==> config.mk <==
export PLATFORM = sky130hd
export DESIGN_NAME = nearest_point_table_top
export DESIGN_NICKNAME = d
export VERILOG_FILES = /design/src/rtl/npt_pkg.sv /design/src/rtl/npt_dist_unit.sv /design/src/rtl/nearest_point_table_top.sv
export SDC_FILE = /design/constraint.sdc
export NUM_CORES = 2
export LEC_CHECK = 0
export BUFFER_PORTS_ARGS = -buffer_cell sky130_fd_sc_hd__buf_2
export CAP_MARGIN = 0
export CORE_ASPECT_RATIO = 0.5
export CORE_MARGIN = 3
export CORE_UTILIZATION = 35
export DETAILED_ROUTE_END_ITERATION = 10
export SLEW_MARGIN = 25
export SYNTH_ARGS = -nofsm -noshare
export SYNTH_HDL_FRONTEND = slang
export SYNTH_SLANG_ARGS = --single-unit
==> constraint.sdc <==
create_clock -name i_clk -period 8.75 [get_ports i_clk]
set_input_delay 0.875 -clock i_clk [delete_from_list [all_inputs] [get_ports i_clk]]
set_output_delay 0.875 -clock i_clk [all_outputs]
set_load 0.1 [all_outputs]
==> src/rtl/npt_pkg.sv <==
`timescale 1ns / 1ps
// Package for the nearest point table: request and status codes, fixed field
// widths, the sequencer state type and the status struct of the distance unit.
// No dependencies.
package npt_pkg;

    // Fixed widths of the item fields.
    localparam int REQ_W       = 2;
    localparam int STATUS_W    = 2;
    localparam int IDX_OUT_W   = 6;
    localparam int COORD_OUT_W = 16;

    // Request codes.
    localparam logic [REQ_W-1:0] REQ_INSERT  = 2'd0;
    localparam logic [REQ_W-1:0] REQ_NEAREST = 2'd1;
    localparam logic [REQ_W-1:0] REQ_MEMBER  = 2'd2;

    // Status codes.
    localparam logic [STATUS_W-1:0] ST_OK    = 2'd0;
    localparam logic [STATUS_W-1:0] ST_DUP   = 2'd1;
    localparam logic [STATUS_W-1:0] ST_FULL  = 2'd2;
    localparam logic [STATUS_W-1:0] ST_EMPTY = 2'd3;

    // Sequencer states.
    typedef enum logic [1:0] {
        S_IDLE,
        S_SCAN,
        S_DRAIN,
        S_DONE
    } t_state;

    // Status of the distance pipeline.
    typedef struct packed {
        logic out_valid;
        logic busy;
    } t_unit_stat;

endpackage

==> src/rtl/npt_dist_unit.sv <==
`timescale 1ns / 1ps
// Pipelined squared-distance unit of the nearest point table: one stored point
// enters per cycle, and its squared distance to the query leaves the sum register.
// Depends on npt_pkg.
module npt_dist_unit #(
    parameter int COORD_BITS = 16,
    parameter int IDX_W      = 6
) (
    input  logic                    i_clk,
    input  logic                    i_rst_n,
    input  logic                    i_valid,
    input  logic [IDX_W-1:0]        i_idx,
    input  logic [COORD_BITS-1:0]   i_qx,
    input  logic [COORD_BITS-1:0]   i_qy,
    input  logic [COORD_BITS-1:0]   i_px,
    input  logic [COORD_BITS-1:0]   i_py,
    output npt_pkg::t_unit_stat     o_stat,
    output logic [2*COORD_BITS:0]   o_dist,
    output logic [IDX_W-1:0]        o_idx,
    output logic [COORD_BITS-1:0]   o_px,
    output logic [COORD_BITS-1:0]   o_py
);

    localparam int SQ_W = 2 * COORD_BITS;
    localparam int D_W  = 2 * COORD_BITS + 1;

    logic                  r_v1, r_v2, r_v3;
    logic [COORD_BITS-1:0] r_dx, r_dy;
    logic [SQ_W-1:0]       r_sq_x, r_sq_y;
    logic [D_W-1:0]        r_dist;
    logic [IDX_W-1:0]      r_idx1, r_idx2, r_idx3;
    logic [COORD_BITS-1:0] r_px1, r_px2, r_px3;
    logic [COORD_BITS-1:0] r_py1, r_py2, r_py3;

    // Stage valid bits.
    always_ff @(posedge i_clk) begin
        if (!i_rst_n) begin
            r_v1 <= 1'b0;
            r_v2 <= 1'b0;
            r_v3 <= 1'b0;
        end else begin
            r_v1 <= i_valid;
            r_v2 <= r_v1;
            r_v3 <= r_v2;
        end
    end

    // Stage one takes the absolute differences, stage two squares them,
    // and stage three adds the squares.
    always_ff @(posedge i_clk) begin
        r_dx   <= (i_qx > i_px) ? (i_qx - i_px) : (i_px - i_qx);
        r_dy   <= (i_qy > i_py) ? (i_qy - i_py) : (i_py - i_qy);
        r_idx1 <= i_idx;
        r_px1  <= i_px;
        r_py1  <= i_py;

        r_sq_x <= SQ_W'(r_dx) * SQ_W'(r_dx);
        r_sq_y <= SQ_W'(r_dy) * SQ_W'(r_dy);
        r_idx2 <= r_idx1;
        r_px2  <= r_px1;
        r_py2  <= r_py1;

        r_dist <= D_W'(r_sq_x) + D_W'(r_sq_y);
        r_idx3 <= r_idx2;
        r_px3  <= r_px2;
        r_py3  <= r_py2;
    end

    assign o_stat.out_valid = r_v3;
    assign o_stat.busy      = r_v1 | r_v2 | r_v3;
    assign o_dist           = r_dist;
    assign o_idx            = r_idx3;
    assign o_px             = r_px3;
    assign o_py             = r_py3;

endmodule

==> src/rtl/nearest_point_table_top.sv <==
`timescale 1ns / 1ps
// Nearest point table, top level: point memory, scan sequencer and result register.
// Depends on npt_pkg and npt_dist_unit.
//
// The block stores up to MAX_POINTS two-dimensional points and answers inserts,
// nearest-point queries and membership queries, one result item per request item.
// Every insert, nearest or member request on a non-empty table scans the stored
// points in index order, one memory read per cycle, through a three-stage
// squared-distance pipeline. The result is loaded from the done state after the
// scan and drain states, and the next item can be accepted once it is loaded. A
// request on an empty table and an unused request code go straight to the done
// state and load their result there without a scan. The single read port of the
// point memory sets the scan rate. Input stall is high from acceptance until the
// result has been loaded into the output register, so a stalled output register
// holds off the next item; a finished result may wait there while the next item is
// accepted. The point memory needs no clearing.
module nearest_point_table_top #(
    parameter int MAX_POINTS = 64,
    parameter int COORD_BITS = 16
) (
    input  logic                                i_clk,
    input  logic                                i_rst_n,
    input  logic                                i_in_valid,
    output logic                                o_in_stall,
    input  logic [npt_pkg::REQ_W-1:0]           i_req_type,
    input  logic [npt_pkg::COORD_OUT_W-1:0]     i_x_coord,
    input  logic [npt_pkg::COORD_OUT_W-1:0]     i_y_coord,
    output logic                                o_out_valid,
    input  logic                                i_out_stall,
    output logic [npt_pkg::STATUS_W-1:0]        o_status,
    output logic [npt_pkg::IDX_OUT_W-1:0]       o_entry_index,
    output logic [npt_pkg::COORD_OUT_W-1:0]     o_near_x,
    output logic [npt_pkg::COORD_OUT_W-1:0]     o_near_y,
    output logic                                o_is_member
);

    localparam int IDX_W = (MAX_POINTS > 1) ? $clog2(MAX_POINTS) : 1;
    localparam int CNT_W = $clog2(MAX_POINTS + 1);
    localparam int D_W   = 2 * COORD_BITS + 1;
    localparam int CW    = npt_pkg::COORD_OUT_W;
    localparam int IW    = npt_pkg::IDX_OUT_W;

    npt_pkg::t_state r_state, n_state;

    logic                          in_accept;
    logic [CW+COORD_BITS-1:0]      ext_in_x, ext_in_y;

    logic [npt_pkg::REQ_W-1:0]     r_req;
    logic [COORD_BITS-1:0]         r_qx, r_qy;
    logic [CNT_W-1:0]              r_count;
    logic [IDX_W-1:0]              r_addr;
    logic                          last_addr;

    logic [2*COORD_BITS-1:0]       r_point_mem [MAX_POINTS];
    logic [2*COORD_BITS-1:0]       r_rd_data;
    logic                          r_rd_valid;
    logic [IDX_W-1:0]              r_rd_idx;

    npt_pkg::t_unit_stat           u_stat;
    logic [D_W-1:0]                u_dist;
    logic [IDX_W-1:0]              u_idx;
    logic [COORD_BITS-1:0]         u_px, u_py;

    logic                          r_have_best;
    logic [D_W-1:0]                r_best_d;
    logic [IDX_W-1:0]              r_best_idx;
    logic [COORD_BITS-1:0]         r_best_x, r_best_y;

    logic                          scan_issue;
    logic                          load_out;
    logic                          out_free;
    logic                          is_match;
    logic                          table_full;
    logic                          do_write;

    logic [npt_pkg::STATUS_W-1:0]  res_status;
    logic [IDX_W-1:0]              res_idx;
    logic [COORD_BITS-1:0]         res_x, res_y;
    logic                          res_member;
    logic [IW+IDX_W-1:0]           ext_idx;
    logic [CW+COORD_BITS-1:0]      ext_x, ext_y;

    logic                          r_out_valid;
    logic [npt_pkg::STATUS_W-1:0]  r_status;
    logic [IW-1:0]                 r_entry_index;
    logic [CW-1:0]                 r_near_x, r_near_y;
    logic                          r_is_member;

    // Input handshake and coordinate masking to COORD_BITS.
    assign o_in_stall = (r_state != npt_pkg::S_IDLE);
    assign in_accept  = i_in_valid && !o_in_stall;
    assign ext_in_x   = {{COORD_BITS{1'b0}}, i_x_coord};
    assign ext_in_y   = {{COORD_BITS{1'b0}}, i_y_coord};

    // The scan ends when the address reaches the last stored entry.
    assign last_addr  = ((CNT_W'(r_addr) + CNT_W'(1)) == r_count);
    assign out_free   = !r_out_valid || !i_out_stall;

    // Next state.
    always_comb begin
        n_state = r_state;
        case (r_state)
            npt_pkg::S_IDLE: begin
                if (in_accept) begin
                    if (i_req_type inside {npt_pkg::REQ_INSERT, npt_pkg::REQ_NEAREST,
                                           npt_pkg::REQ_MEMBER}) begin
                        n_state = (r_count == '0) ? npt_pkg::S_DONE : npt_pkg::S_SCAN;
                    end else begin
                        n_state = npt_pkg::S_DONE;
                    end
                end
            end
            npt_pkg::S_SCAN: begin
                if (last_addr) begin
                    n_state = npt_pkg::S_DRAIN;
                end
            end
            npt_pkg::S_DRAIN: begin
                if (!r_rd_valid && !u_stat.busy) begin
                    n_state = npt_pkg::S_DONE;
                end
            end
            npt_pkg::S_DONE: begin
                if (out_free) begin
                    n_state = npt_pkg::S_IDLE;
                end
            end
            default: n_state = npt_pkg::S_IDLE;
        endcase
    end

    // Sequencer outputs.
    always_comb begin
        scan_issue = 1'b0;
        load_out   = 1'b0;
        case (r_state)
            npt_pkg::S_SCAN: scan_issue = 1'b1;
            npt_pkg::S_DONE: load_out   = out_free;
            default: begin
                scan_issue = 1'b0;
                load_out   = 1'b0;
            end
        endcase
    end

    always_ff @(posedge i_clk) begin
        if (!i_rst_n) begin
            r_state <= npt_pkg::S_IDLE;
        end else begin
            r_state <= n_state;
        end
    end

    // Latch the request and run the scan address.
    always_ff @(posedge i_clk) begin
        if (in_accept) begin
            r_req <= i_req_type;
            r_qx  <= ext_in_x[COORD_BITS-1:0];
            r_qy  <= ext_in_y[COORD_BITS-1:0];
        end
        if (in_accept) begin
            r_addr <= '0;
        end else if (scan_issue) begin
            r_addr <= r_addr + IDX_W'(1);
        end
    end

    // Point memory: one write for an insert, one registered read per scan cycle.
    always_ff @(posedge i_clk) begin
        if (do_write) begin
            r_point_mem[r_count[IDX_W-1:0]] <= {r_qx, r_qy};
        end
        r_rd_data <= r_point_mem[r_addr];
        r_rd_idx  <= r_addr;
    end

    always_ff @(posedge i_clk) begin
        if (!i_rst_n) begin
            r_rd_valid <= 1'b0;
        end else begin
            r_rd_valid <= scan_issue;
        end
    end

    npt_dist_unit #(
        .COORD_BITS (COORD_BITS),
        .IDX_W      (IDX_W)
    ) u_dist_unit (
        .i_clk   (i_clk),
        .i_rst_n (i_rst_n),
        .i_valid (r_rd_valid),
        .i_idx   (r_rd_idx),
        .i_qx    (r_qx),
        .i_qy    (r_qy),
        .i_px    (r_rd_data[2*COORD_BITS-1:COORD_BITS]),
        .i_py    (r_rd_data[COORD_BITS-1:0]),
        .o_stat  (u_stat),
        .o_dist  (u_dist),
        .o_idx   (u_idx),
        .o_px    (u_px),
        .o_py    (u_py)
    );

    // Keep the best entry so far; a strict compare lets the lowest index win a tie.
    always_ff @(posedge i_clk) begin
        if (!i_rst_n) begin
            r_have_best <= 1'b0;
        end else if (in_accept) begin
            r_have_best <= 1'b0;
        end else if (u_stat.out_valid) begin
            r_have_best <= 1'b1;
        end
    end

    always_ff @(posedge i_clk) begin
        if (u_stat.out_valid && (!r_have_best || u_dist < r_best_d)) begin
            r_best_d   <= u_dist;
            r_best_idx <= u_idx;
            r_best_x   <= u_px;
            r_best_y   <= u_py;
        end
    end

    // Result of the finished request.
    assign is_match   = r_have_best && (r_best_d == '0);
    assign table_full = (r_count == CNT_W'(MAX_POINTS));

    always_comb begin
        res_status = npt_pkg::ST_OK;
        res_idx    = '0;
        res_x      = '0;
        res_y      = '0;
        res_member = 1'b0;
        do_write   = 1'b0;
        case (r_req)
            npt_pkg::REQ_INSERT: begin
                if (is_match) begin
                    res_status = npt_pkg::ST_DUP;
                    res_idx    = r_best_idx;
                    res_x      = r_best_x;
                    res_y      = r_best_y;
                    res_member = 1'b1;
                end else if (table_full) begin
                    res_status = npt_pkg::ST_FULL;
                end else begin
                    res_idx  = r_count[IDX_W-1:0];
                    res_x    = r_qx;
                    res_y    = r_qy;
                    do_write = load_out;
                end
            end
            npt_pkg::REQ_NEAREST: begin
                if (r_count == '0) begin
                    res_status = npt_pkg::ST_EMPTY;
                end else begin
                    res_idx    = r_best_idx;
                    res_x      = r_best_x;
                    res_y      = r_best_y;
                    res_member = is_match;
                end
            end
            npt_pkg::REQ_MEMBER: begin
                if (r_count == '0) begin
                    res_status = npt_pkg::ST_EMPTY;
                end else if (is_match) begin
                    res_idx    = r_best_idx;
                    res_x      = r_best_x;
                    res_y      = r_best_y;
                    res_member = 1'b1;
                end
            end
            default: begin
                res_status = npt_pkg::ST_OK;
            end
        endcase
    end

    // Stored point count.
    always_ff @(posedge i_clk) begin
        if (!i_rst_n) begin
            r_count <= '0;
        end else if (do_write) begin
            r_count <= r_count + CNT_W'(1);
        end
    end

    // Output register.
    assign ext_idx = {{IW{1'b0}}, res_idx};
    assign ext_x   = {{CW{1'b0}}, res_x};
    assign ext_y   = {{CW{1'b0}}, res_y};

    always_ff @(posedge i_clk) begin
        if (!i_rst_n) begin
            r_out_valid <= 1'b0;
        end else if (load_out) begin
            r_out_valid <= 1'b1;
        end else if (!i_out_stall) begin
            r_out_valid <= 1'b0;
        end
    end

    always_ff @(posedge i_clk) begin
        if (load_out) begin
            r_status      <= res_status;
            r_entry_index <= ext_idx[IW-1:0];
            r_near_x      <= ext_x[CW-1:0];
            r_near_y      <= ext_y[CW-1:0];
            r_is_member   <= res_member;
        end
    end

    assign o_out_valid   = r_out_valid;
    assign o_status      = r_status;
    assign o_entry_index = r_entry_index;
    assign o_near_x      = r_near_x;
    assign o_near_y      = r_near_y;
    assign o_is_member   = r_is_member;

    // The point count only ever steps up by one, and only as a result is loaded.
    a_count_step: assert property (@(posedge i_clk) disable iff (!i_rst_n)
        (r_count != $past(r_count)) |-> ((r_count == $past(r_count) + CNT_W'(1))
            && r_out_valid))
        else $error("point count changed outside an insert");

    // Distances leave the pipeline only while a scan is in progress.
    a_scan_only: assert property (@(posedge i_clk) disable iff (!i_rst_n)
        u_stat.out_valid |-> (r_state == npt_pkg::S_SCAN || r_state == npt_pkg::S_DRAIN))
        else $error("distance result outside a scan");

    // An empty status is given only for an empty table.
    a_empty_status: assert property (@(posedge i_clk) disable iff (!i_rst_n)
        (load_out && res_status == npt_pkg::ST_EMPTY) |-> (r_count == '0))
        else $error("empty status with stored points");

    // The count never exceeds the table size.
    a_count_bound: assert property (@(posedge i_clk) disable iff (!i_rst_n)
        do_write |-> !table_full)
        else $error("write into a full table");

endmodule
==> metrics.txt <==
status finished clean; Initial Util 35.30%; Hold-fix buffers, CTS 0; post-cts gate resize count 0; commonest non-fill, non-tap cells in the layout 2194 x edfxtp_1, 648 x mux4_2, 619 x inv_1; top cell type's share of synthesized area 60.41%; hold endpoint r_qx[0]; Distinct cells, synth 70; clock buffer depth 4; Reg clk slew, reported paths roughly 0.07 ns; Final Critical Period 6.779 ns; Num CTS Buffers 229; Post-Synth XOR/XNOR Area 1.140%; GRT Residual Overflow 0; final instance area 123200 um2; layout cells sized above 1 20.45%; 1st-iter DRT viols 5847; worst slew pin tran about 1.1 ns; synth-to-layout area growth 12.93%; Top FF cell, synth edfxtp_1; Achievable Freq 0.1475 GHz; Hold WS 0.2096 ns; Post-synth EDFFs between 2000 and 2500; routed len/inst 25.76 um; Worst EP arrival approximately 7.5 ns; Pre-Repair DR Iteration Count 7; CTS Root Cell clkbuf_16; Worst Skew 0.1280 ns; clk sinks 2494; Die Span Y 400.7 um; area leader, netlist edfxtp_1; reg2reg path depth 22; min-delay worst type in2reg; first-pass GRT wire length 395.4 mm; Ports ~80; Placed Area 115500 um2; Vias/cell 5.174; input/output buffers 80; number of synthesized register bits approximately 2500; Final Hold Violating Endpoints 0; Worst slew margin 27.72%; CTS tree done; most common cell after layout, fill and taps aside edfxtp_1; initial antenna violation count 21; Pins Over Slew Limit 0; Row Count 144; max_cap viols 0; setup tns final 0 ns; Crit path required time 9.44 ns; core box area 309000 um2; Clk Latency, worst-skew pair 0.90 ns; fin nets 6992; register area share after synthesis approximately two thirds; vias in the first global route 56014; reg2reg end u_dist_unit.r_sq_x[30]; # setup viols final 0; Setup crit start kind flop; via count ~55000; YS warnings 0; syn avg cell area roughly 18 um2; Critical R2R Launch u_dist_unit.r_dx[10]; Post-CTS Setup Bufs 0; Post-Route WL 274.1 mm; hold_sp i_x_coord[0]; All-Layer GR Usage between 10% and 20%; crit path kind reg2reg; cell area after synthesis 109100 um2; Post-synth ARST share 0%; Final period util 77.47%; largest net degree at the start of global routing about 90; Simple-Gate Fraction of Synth Area 3.172%; main combinational cell family by area after synthesis multiplexers; Synth Area in Adders 9.932%; hold path depth 1; H-tree level count 4; r2r setup slk 1.97 ns; crit end category flop; CP max FO 13; die width about 800 um; HPWL Detailed 160.1 mm; Antenna Violating Nets Remaining 0; unrepaired setup endpoints after global routing false; Area contributors post-synth edfxtp_1 60%, mux4_2 13%, fa_1 6.0%; DRC 0; die area 318800 um2; Compound-Gate Fraction of Synth Area 2.898%; Final Wtd Congestion between 0.8 and 0.9; syn nets 6782; mux share of post-synthesis cell area 13.85%; Gate Count Post-Synth 6075
## metrics by stage
step	setup slack (ns)	std cells	utilization [%]
6_report	1.971	10639	39.86
5_1_grt	1.594	10637	39.86
4_1_cts	1.981	10636	39.85
3_5_place_dp	2.002	10215	37.38
3_3_place_gp	2.055	10211	37.34
2_1_floorplan	1.364	6075	-
## area by class of cell
| type | instances | area [um2] |
|---|---|---|
| fill | 27611 | 185800 |
| sequential | 2494 | 71910 |
| multi-input combinational | 2712 | 34350 |
| clock buffer | 304 | 6356 |
| tap | 4161 | 5206 |
| inverter | 621 | 2333 |
| timing repair buffer | 227 | 1714 |
| clock inverter | 117 | 1291 |
| antenna | 3 | 7.507 |
## how the worst max path moves through the flow
stage / start / to / slack (ns)
after floorplan: i_out_stall / r_point_mem[33][0] / 1.36
after global placement: u_dist_unit.r_dx[10] / u_dist_unit.r_sq_x[30] / 2.06
after detailed placement: u_dist_unit.r_dx[10] / u_dist_unit.r_sq_x[30] / 2.00
after CTS: u_dist_unit.r_dx[10] / u_dist_unit.r_sq_x[30] / 1.98
after global routing: u_dist_unit.r_dx[10] / u_dist_unit.r_sq_x[30] / 1.59
final: u_dist_unit.r_dx[10] / u_dist_unit.r_sq_x[30] / 1.97
## Yosys cell counts (all sizes together), types with 21 or more instances
cell	count
a21o	72
and3	22
nand2	205
nand4	21
nor2b	51
xnor2	91
a211oi	48
a21oi	141
edfxtp	2194
clkbuf	131
xor2	51
nand3	39
mux2i	43
mux4	648
dfxtp	300
o21ai	78
ha	341
inv	621
a22oi	39
buf	117
fa	328
and2	93
nor2	201
## logic make-up (layout without fill, tap and decap cells)
logic type,after synthesis,in the layout
compound gates,483,483
xor+xnor,142,142
fa+ha+maj,669,669
buf+inv,869,1269
flops,2494,2494
mux,698,698
other cells,0,3
simple gates,720,720
## sequential cells by signal (all words and copies together), names as in the netlist, 31 cells and up
register            flops
r_point_mem          2048
r_best_d               33
u_dist_unit.o_dist     33
r_rd_data              32
u_dist_unit.r_sq_x     31
u_dist_unit.r_sq_y     31
## metal layers
metal  GRT usage, %  part of all wire, %
met3          3.994                  8.1
met5              0                    0
met1          23.55                   42
met4          4.375                  2.7
met2          26.90                   47
## worst max-delay path, cell delays in order (launching register included)
cell and delay [ns]:
dfxtp_1 0.67, inv_1 0.26, nor2_1 0.26, inv_1 0.09, fa_1 0.51, inv_1 0.05, fa_1 0.53, inv_1 0.05
fa_1 0.47, fa_1 0.56, fa_1 0.42, fa_1 0.48, inv_1 0.04, ha_1 0.35, o21a_1 0.15, and3_1 0.17
a221o_1 0.36, nor2_1 0.24, o31ai_1 0.15, a211oi_1 0.26, nor2_1 0.11, a311o_1 0.33, xor2_1 0.15
Power is not shown: default switching activity piles up to over one toggle a cycle in this logic, so the estimate is an artifact.
